`src/rtl/core/tca_pkg.sv`:
```
`timescale 1ns / 1ps
// Shared types and fixed-point constants for the Taylor-series cosine block.
// No dependencies; imported by tca_ctrl, tca_dp and taylor_cosine_to_accuracy.
package tca_pkg;

  // port widths
  localparam int ANG_W     = 32;
  localparam int ACC_W     = 31;
  localparam int COS_W     = 32;
  localparam int OUT_CNT_W = 5;

  // internal Q8.40 formats (sum Q10.40)
  localparam int FRAC_W    = 40;
  localparam int X_W       = 48;
  localparam int TM_W      = 48;
  localparam int SUM_W     = 50;
  localparam int RND_SHIFT = 10;
  localparam int FMAG_W    = SUM_W - RND_SHIFT;

  // angle reduction: one conditional subtract of 2*pi << j per cycle
  localparam int RED_STEPS = 5;
  localparam logic [X_W-1:0] TWO_PI_Q40 = 48'h0648_7ED5_110B;

  // multi-cycle multiplier: 48-bit operand times one 16-bit digit per cycle
  localparam int DIG_W      = 16;
  localparam int MUL_DIGITS = TM_W / DIG_W;
  localparam int PROD_W     = 2 * TM_W;

  // restoring divider: several quotient bits per cycle
  localparam int DVD_W     = PROD_W - FRAC_W;
  localparam int DIV_BITS  = 8;
  localparam int DIV_STEPS = DVD_W / DIV_BITS;

  // controller step counter
  localparam int CNT_W = 3;

  localparam logic [ACC_W-1:0] ACC_RESET = 31'd1074;
  localparam logic [COS_W-1:0] COS_MAX   = 32'h7FFF_FFFF;
  localparam logic [COS_W-1:0] COS_MIN   = 32'h8000_0000;

  // commands from controller to datapath
  typedef struct packed {
    logic load;
    logic red_step;
    logic red_last;
    logic mul_step;
    logic sq_done;
    logic add_term;
    logic div_load;
    logic div_step;
    logic div_last;
    logic fin;
    logic out_load;
  } tca_cmd_t;

  // status from datapath to controller
  typedef struct packed {
    logic more_terms;
    logic out_free;
  } tca_stat_t;

endpackage

```
`src/rtl/core/taylor_cosine_to_accuracy.sv`:
```
`timescale 1ns / 1ps
// Taylor-series cosine of a Q8.24 angle, summed until the term drops to the
// accuracy threshold or MAX_TERMS terms have been added (terms_added gives the
// count). The angle is reduced modulo 2*pi and squared in the 48x16 digit
// multiplier; each term then takes a check, a pass through the multiplier, a
// rounding step and the divider by (2k-1)(2k), which retires eight quotient
// bits a cycle. A new angle is taken only when idle, after the last result has
// been loaded into the output register; that result waits there, so the next
// angle is taken while it is still unread.
// Depends on tca_pkg, tca_ctrl and tca_dp.
module taylor_cosine_to_accuracy #(
  parameter int MAX_TERMS = 24
) (
  input  logic                             clk,
  input  logic                             rst,
  input  logic                             cfg_write,
  input  logic [tca_pkg::ACC_W-1:0]        cfg_data,
  input  logic                             in_valid,
  output logic                             in_ready,
  input  logic signed [tca_pkg::ANG_W-1:0] angle,
  output logic                             out_valid,
  input  logic                             out_ready,
  output logic signed [tca_pkg::COS_W-1:0] cosine,
  output logic [tca_pkg::OUT_CNT_W-1:0]    terms_added,
  output logic                             hit_term_limit
);
  import tca_pkg::*;

  tca_cmd_t  cmd;
  tca_stat_t stat;

  // sequencer
  tca_ctrl u_ctrl (
    .clk      (clk),
    .rst      (rst),
    .in_valid (in_valid),
    .in_ready (in_ready),
    .stat     (stat),
    .cmd      (cmd)
  );

  // arithmetic and output register
  tca_dp #(
    .MAX_TERMS (MAX_TERMS)
  ) u_dp (
    .clk            (clk),
    .rst            (rst),
    .cmd            (cmd),
    .stat           (stat),
    .cfg_write      (cfg_write),
    .cfg_data       (cfg_data),
    .angle          (angle),
    .out_valid      (out_valid),
    .out_ready      (out_ready),
    .cosine         (cosine),
    .terms_added    (terms_added),
    .hit_term_limit (hit_term_limit)
  );

endmodule

```
`src/rtl/core/tca_ctrl.sv`:
```
`timescale 1ns / 1ps
// Sequencer for the Taylor-series cosine: reduction, squaring, term loop, output.
// Depends on tca_pkg for the command and status structs and step counts.
module tca_ctrl (
  input  logic                clk,
  input  logic                rst,
  input  logic                in_valid,
  output logic                in_ready,
  input  tca_pkg::tca_stat_t  stat,
  output tca_pkg::tca_cmd_t   cmd
);
  import tca_pkg::*;

  localparam logic [3:0] S_IDLE = 4'd0;
  localparam logic [3:0] S_RED  = 4'd1;
  localparam logic [3:0] S_SQ   = 4'd2;
  localparam logic [3:0] S_SQR  = 4'd3;
  localparam logic [3:0] S_CHK  = 4'd4;
  localparam logic [3:0] S_MUL  = 4'd5;
  localparam logic [3:0] S_DLD  = 4'd6;
  localparam logic [3:0] S_DIV  = 4'd7;
  localparam logic [3:0] S_FIN  = 4'd8;
  localparam logic [3:0] S_OUT  = 4'd9;

  logic [3:0]       state;
  logic [3:0]       state_next;
  logic [CNT_W-1:0] cnt;
  logic [CNT_W-1:0] cnt_next;
  logic             cnt_last;

  assign cnt_last = (cnt == '0);
  assign in_ready = (state == S_IDLE);

  // next state, step counter and commands
  always_comb begin
    state_next = state;
    cnt_next   = cnt;
    cmd        = '0;
    case (state)
      S_IDLE: begin
        if (in_valid) begin
          cmd.load   = 1'b1;
          cnt_next   = CNT_W'(RED_STEPS - 1);
          state_next = S_RED;
        end
      end
      S_RED: begin
        cmd.red_step = 1'b1;
        cmd.red_last = cnt_last;
        if (cnt_last) begin
          cnt_next   = CNT_W'(MUL_DIGITS - 1);
          state_next = S_SQ;
        end else begin
          cnt_next = cnt - 1'b1;
        end
      end
      S_SQ: begin
        cmd.mul_step = 1'b1;
        cnt_next     = cnt - 1'b1;
        if (cnt_last) begin
          state_next = S_SQR;
        end
      end
      S_SQR: begin
        cmd.sq_done = 1'b1;
        state_next  = S_CHK;
      end
      S_CHK: begin
        if (stat.more_terms) begin
          cmd.add_term = 1'b1;
          cnt_next     = CNT_W'(MUL_DIGITS - 1);
          state_next   = S_MUL;
        end else begin
          state_next = S_FIN;
        end
      end
      S_MUL: begin
        cmd.mul_step = 1'b1;
        cnt_next     = cnt - 1'b1;
        if (cnt_last) begin
          state_next = S_DLD;
        end
      end
      S_DLD: begin
        cmd.div_load = 1'b1;
        cnt_next     = CNT_W'(DIV_STEPS - 1);
        state_next   = S_DIV;
      end
      S_DIV: begin
        cmd.div_step = 1'b1;
        cmd.div_last = cnt_last;
        cnt_next     = cnt - 1'b1;
        if (cnt_last) begin
          state_next = S_CHK;
        end
      end
      S_FIN: begin
        cmd.fin    = 1'b1;
        state_next = S_OUT;
      end
      S_OUT: begin
        if (stat.out_free) begin
          cmd.out_load = 1'b1;
          state_next   = S_IDLE;
        end
      end
      default: begin
        state_next = S_IDLE;
      end
    endcase
  end

  // state register
  always_ff @(posedge clk) begin
    if (rst) begin
      state <= S_IDLE;
      cnt   <= '0;
    end else begin
      state <= state_next;
      cnt   <= cnt_next;
    end
  end

endmodule

```
`src/rtl/core/tca_dp.sv`:
```
`timescale 1ns / 1ps
// Datapath for the Taylor-series cosine: reducer, digit multiplier, divider,
// accumulator, accuracy register and output register. Depends on tca_pkg.
module tca_dp #(
  parameter int MAX_TERMS = 24
) (
  input  logic                            clk,
  input  logic                            rst,
  input  tca_pkg::tca_cmd_t               cmd,
  output tca_pkg::tca_stat_t              stat,
  input  logic                            cfg_write,
  input  logic [tca_pkg::ACC_W-1:0]       cfg_data,
  input  logic signed [tca_pkg::ANG_W-1:0] angle,
  output logic                            out_valid,
  input  logic                            out_ready,
  output logic signed [tca_pkg::COS_W-1:0] cosine,
  output logic [tca_pkg::OUT_CNT_W-1:0]   terms_added,
  output logic                            hit_term_limit
);
  import tca_pkg::*;

  localparam int N_W = $clog2(MAX_TERMS + 1);
  localparam int D_W = $clog2(4 * MAX_TERMS * MAX_TERMS);
  localparam int P_W = 2 * N_W + 2;

  logic [ACC_W-1:0]        accuracy;

  logic [ANG_W-1:0]        ang_u;
  logic [ANG_W-1:0]        amag;
  logic [X_W-1:0]          rx;
  logic [X_W-1:0]          rx_next;
  logic [X_W-1:0]          rdiv;

  logic [TM_W-1:0]         ma;
  logic [TM_W-1:0]         mb;
  logic [2*TM_W-DIG_W-1:0] pp;
  logic [PROD_W-1:0]       acc;
  logic [PROD_W-1:0]       acc_next;
  logic [DVD_W-1:0]        d_half;
  logic [PROD_W-1:0]       rnd;

  logic [DVD_W-1:0]        dvd;
  logic [D_W-1:0]          rem;
  logic [DVD_W-1:0]        div_q;
  logic [D_W-1:0]          div_r;

  logic [TM_W-1:0]         tm;
  logic [TM_W-1:0]         x2;
  logic [TM_W-1:0]         thr;
  logic                    tm_gt_thr;
  logic signed [SUM_W-1:0] sum;
  logic signed [SUM_W-1:0] tm_s;
  logic [N_W-1:0]          n;
  logic [N_W-1:0]          n_inc;
  logic                    tneg;
  logic [D_W-1:0]          d;
  logic [N_W:0]            k2;
  logic [N_W:0]            km;
  logic [P_W-1:0]          dprod;

  logic [SUM_W-1:0]        sum_u;
  logic [SUM_W-1:0]        smag;
  logic [SUM_W-1:0]        radd;
  logic                    fneg;
  logic [FMAG_W-1:0]       fmag;
  logic [COS_W-1:0]        cos_sat;

  // accuracy register
  always_ff @(posedge clk) begin
    if (rst) begin
      accuracy <= ACC_RESET;
    end else if (cfg_write) begin
      accuracy <= cfg_data;
    end
  end

  // angle magnitude and reduction step against 2*pi << j
  assign ang_u   = angle;
  assign amag    = ang_u[ANG_W-1] ? (~ang_u + ANG_W'(1)) : ang_u;
  assign rx_next = (rx >= rdiv) ? (rx - rdiv) : rx;

  // multiplier digit step, high digit first
  assign pp       = ma * mb[TM_W-1 -: DIG_W];
  assign acc_next = {acc[PROD_W-DIG_W-1:0], {DIG_W{1'b0}}} + PROD_W'(pp);

  // round at bit 40, folding in half the divisor for the term update
  assign d_half = cmd.div_load ? DVD_W'(d >> 1) : '0;
  assign rnd    = acc + {d_half, 1'b1, {(FRAC_W-1){1'b0}}};

  // divisor (2k-1)(2k) for the term being added, k = n + 1
  assign n_inc = n + N_W'(1);
  assign k2    = {n_inc, 1'b0};
  assign km    = k2 - (N_W+1)'(1);
  assign dprod = P_W'(k2) * P_W'(km);

  // restoring divider, DIV_BITS quotient bits per cycle
  always_comb begin
    logic [D_W-1:0]   r;
    logic [DVD_W-1:0] q;
    logic [D_W:0]     t;
    logic [D_W:0]     diff;
    logic             ge;
    r    = rem;
    q    = dvd;
    t    = '0;
    diff = '0;
    ge   = 1'b0;
    for (int i = 0; i < DIV_BITS; i++) begin
      t    = {r, q[DVD_W-1]};
      diff = t - {1'b0, d};
      ge   = (t >= {1'b0, d});
      q    = {q[DVD_W-2:0], ge};
      r    = ge ? diff[D_W-1:0] : t[D_W-1:0];
    end
    div_q = q;
    div_r = r;
  end

  // loop status
  assign thr       = TM_W'({accuracy, {RND_SHIFT{1'b0}}});
  assign tm_gt_thr = (tm > thr);
  assign tm_s      = signed'(SUM_W'(tm));

  assign stat.more_terms = (n < N_W'(MAX_TERMS)) && tm_gt_thr;
  assign stat.out_free   = !out_valid || out_ready;

  // final rounding: magnitude of the sum, halves away from zero
  assign sum_u = sum;
  assign smag  = sum_u[SUM_W-1] ? (~sum_u + SUM_W'(1)) : sum_u;
  assign radd  = smag + SUM_W'(1 << (RND_SHIFT - 1));

  // saturation to Q2.30
  always_comb begin
    if (!fneg) begin
      cos_sat = (fmag > FMAG_W'(COS_MAX)) ? COS_MAX : fmag[COS_W-1:0];
    end else begin
      cos_sat = (fmag > FMAG_W'(COS_MIN)) ? COS_MIN : (~fmag[COS_W-1:0] + COS_W'(1));
    end
  end

  // reducer, multiplier, divider and series registers
  always_ff @(posedge clk) begin
    if (cmd.load) begin
      rx   <= {amag, {(X_W-ANG_W){1'b0}}};
      rdiv <= TWO_PI_Q40 << (RED_STEPS - 1);
    end
    if (cmd.red_step) begin
      rx   <= rx_next;
      rdiv <= rdiv >> 1;
    end
    if (cmd.red_step && cmd.red_last) begin
      ma  <= rx_next;
      mb  <= rx_next;
      acc <= '0;
    end
    if (cmd.mul_step) begin
      acc <= acc_next;
      mb  <= mb << DIG_W;
    end
    if (cmd.sq_done) begin
      x2   <= rnd[FRAC_W+TM_W-1:FRAC_W];
      tm   <= TM_W'(1) << FRAC_W;
      sum  <= '0;
      n    <= '0;
      tneg <= 1'b0;
    end
    if (cmd.add_term) begin
      sum  <= tneg ? (sum - tm_s) : (sum + tm_s);
      n    <= n_inc;
      tneg <= ~tneg;
      d    <= dprod[D_W-1:0];
      ma   <= tm;
      mb   <= x2;
      acc  <= '0;
    end
    if (cmd.div_load) begin
      dvd <= rnd[PROD_W-1:FRAC_W];
      rem <= '0;
    end
    if (cmd.div_step) begin
      dvd <= div_q;
      rem <= div_r;
    end
    if (cmd.div_step && cmd.div_last) begin
      tm <= div_q[TM_W-1:0];
    end
    if (cmd.fin) begin
      fneg <= sum_u[SUM_W-1];
      fmag <= radd[SUM_W-1:RND_SHIFT];
    end
  end

  // output register
  always_ff @(posedge clk) begin
    if (rst) begin
      out_valid <= 1'b0;
    end else if (cmd.out_load) begin
      out_valid <= 1'b1;
    end else if (out_ready) begin
      out_valid <= 1'b0;
    end
  end

  always_ff @(posedge clk) begin
    if (cmd.out_load) begin
      cosine         <= cos_sat;
      terms_added    <= OUT_CNT_W'(n);
      hit_term_limit <= tm_gt_thr;
    end
  end

endmodule

```
`config.mk`:
```
export PLATFORM = sky130hd
export DESIGN_NAME = taylor_cosine_to_accuracy
export DESIGN_NICKNAME = d
export VERILOG_FILES = /design/src/rtl/core/tca_pkg.sv /design/src/rtl/core/taylor_cosine_to_accuracy.sv /design/src/rtl/core/tca_ctrl.sv /design/src/rtl/core/tca_dp.sv
export SDC_FILE = /design/constraint.sdc
export NUM_CORES = 2
export LEC_CHECK = 0
export ABC_AREA = 1
export BUFFER_PORTS_ARGS = -buffer_cell sky130_fd_sc_hd__buf_2
export CAP_MARGIN = 25
export CORE_ASPECT_RATIO = 0.75
export CORE_MARGIN = 2
export CORE_UTILIZATION = 61
export DETAILED_ROUTE_END_ITERATION = 10
export PLACE_DENSITY = 0.78
export SLEW_MARGIN = 20
export SYNTH_ARGS = -nofsm -noshare
export SYNTH_HDL_FRONTEND = slang
export SYNTH_SLANG_ARGS = --single-unit
```
`constraint.sdc`:
```
create_clock -name clk -period 33.9 [get_ports clk]
set_clock_uncertainty 0.1 [all_clocks]
set_input_delay 3.39 -clock clk [delete_from_list [all_inputs] [get_ports clk]]
set_output_delay 3.39 -clock clk [all_outputs]
set_load 0.05 [all_outputs]
```
==> run summary <==
status - finished, final reports clean
slowest CP cell - o21ai_0
worst r2r src - u_dp.d[2]
sink of the worst hold path - u_dp.acc[4]
Worst EP required - 34300 ps
total iterations of the first detailed-routing run - 7
die area - 116000 µm²
# DRC - 0
1st-iter DRT viols - 7873
Largest stage delay, worst path - 760 ps
number of synthesized flops with an enable pin - 501
initial cell density of the core - 0.618
ranking of synthesized cells by area - edfxtp_1, fa_1, nand2_1
ys async rst share - 0
fmax - 50.0 MHz
Area growth syn-to-layout - 5.95%
period utilization - 0.589
Slew headroom - 0.173
DR vias - 60923
Yosys reg bits - 636
worst skew pair latency - 690 ps
Die Width - 393 µm
vias per cell - 5.90
initial antenna violation count - 12
syn nets - 10027
Post-CTS Setup Bufs - 0
number of CTS-inserted buffers - 68
R2R setup slack - 13920 ps
Critical Path Source - u_dp.d[2]
cells on worst reg2reg path - 98
Die Ht - 296 µm
Core ar. - 112000 µm²
vias in the first global route - 59055
synthesized area - 69200 µm²
gr ovfl total - 0
CP Data Arrival Time - 20380 ps
crit start category - flip-flop
critical path class - reg -> reg
global-route wire length before repair - 349000 µm
Final WS setup - 13920 ps
Hold Crit Start - u_dp.acc[4]
fin nets - 9954
Post-CTS Resized - 0
ys flop type - edfxtp_1
I/O Buffers - 107
CTS max path bufs - 3
largest fanout on the critical path - 17
worst-margin pin slew - 1210 ps
Synth top area share - 0.217
CTS tree - built
Crit. End Element - flip-flop
Slew Limit Fails - 0
post-synth top area cell - edfxtp_1
Worst R2R End - u_dp.rem[9]
total negative slack - 0 ps
post-synthesis sequential area ratio - 0.256
ANT nets after route - 0
post-cts hold buffer count - 0
clock tree sinks - 636
post-DP HPWL - 182000 µm
Final Hold Vio Count - 0
max cap viols - 0
Tightest Hold Check Type - reg -> reg
YS warnings - 0
# IOs - 108
cell mode on critical path - a21oi_1
Hold Crit Depth - 2
syn avg cell area - 7.83 µm²
fin util - 0.655
Core Rows - 106
pre-CTS WS - 14130 ps
Clock Root Buffer - clkbuf_16
largest net degree at the start of global routing - 163
Netlist cell types - 67
DR WL/cell - 22.2 µm
RSZ-0062 raised after global routing - false
Final min period - 19980 ps
routability cong. - 1.07
layout cells sized above 1 - 0.0467
clock-pin transition on the worst setup and hold timing paths - 70 ps
final wirelength - 230000 µm
final setup fails - 0
Total GRT Usage - 0.398
htree depth - 3
Synth Instances - 8838
## per-stage QoR
| stage | hold slack (ps) | instance area (µm²) | cells |
|---|---|---|---|
| 3_5_place_dp | 347 | 70900 | 10204 |
| 6_report | 361 | 73300 | 10334 |
| 4_1_cts | 361 | 73200 | 10324 |
| 3_3_place_gp | 339 | 70900 | 10203 |
| 5_1_grt | 374 | 73300 | 10328 |
| 2_1_floorplan | 324 | 69200 | 8838 |
## flip-flops by register name (all words and copies together), names as in the netlist, 47 cells and up
| register | cells |
|---|---|
| u_dp.ma | 48 |
| u_dp.sum | 50 |
| u_dp.tm | 48 |
| u_dp.mb | 48 |
| u_dp.acc | 96 |
| u_dp.rdiv | 47 |
| u_dp.rx | 48 |
| u_dp.dvd | 56 |
| u_dp.x2 | 48 |
## cells in the final DEF, fill, tap and decap left out, types with 113 or more instances in the layout
| cell type | n |
|---|---|
| a21oi_1 | 500 |
| dfxtp_1 | 135 |
| edfxtp_1 | 501 |
| fa_1 | 713 |
| ha_1 | 408 |
| inv_1 | 1850 |
| nand2_1 | 1933 |
| nand3_1 | 203 |
| nor2_1 | 682 |
| nor3_1 | 113 |
| o21ai_0 | 511 |
| xor2_1 | 253 |
## worst max-delay path by stage
stage               cells past startpoint  slack, ps           to
finish                                 98      13920  u_dp.rem[9]
global route                           97      11920  u_dp.rem[9]
CTS                                    97      14070  u_dp.dvd[0]
detailed placement                     96      14130  u_dp.dvd[0]
global placement                       96      14250  u_dp.dvd[0]
floorplan                             107      17740  u_dp.rem[1]
## cells by family after synthesis
family / share of synthesized area
adders and majority gates: 0.280
xor gates and xnor gates: 0.0457
AOI/OAI and AO/OA: 0.110
DFF: 0.256
muxes: 0.00174
and+or+nand+nor: 0.187
buffers and inverters: 0.119
## per-layer routing
metal / track usage / wire length (µm) / up-vias
li1: - / - / 27546
met2: 0.544 / 90800 / 3879
met1: 0.586 / 96200 / 29000
met3: 0.145 / 35000 / 488
met5: 0.000413 / 69 / -
met4: 0.125 / 7730 / 10
## final cells by class
cell class | instances | area (µm²)
multi-input combinational | 6022 | 43300
sequential | 636 | 17700
clock buffer | 81 | 1820
inverter | 1868 | 7020
clock inverter | 39 | 483
fill | 9430 | 38600
antenna | 7 | 17.5
tap | 1512 | 1890
timing repair buffer | 169 | 1050
## cells in the mapped netlist, types with 108 or more instances
| library cell | count |
|---|---|
| clkbuf_1 | 274 |
| ha_1 | 408 |
| a21oi_1 | 501 |
| xor2_1 | 253 |
| nand3_1 | 203 |
| xnor2_1 | 108 |
| fa_1 | 713 |
| nor3_1 | 114 |
| nand2_1 | 1939 |
| nor2_1 | 687 |
| edfxtp_1 | 501 |
| o21ai_0 | 511 |
| dfxtp_1 | 135 |
| inv_1 | 1853 |
## critical path: cells and delay by family, from the launching register on
kind | cells | cell delay (ps)
buf+inv | 11 | 1510
compound gates | 45 | 9960
fa+ha+maj | 8 | 3310
flops | 1 | 420
simple gates | 34 | 4470
Power is not shown: default switching activity piles up to over one toggle a cycle in this logic, so the estimate is an artifact.
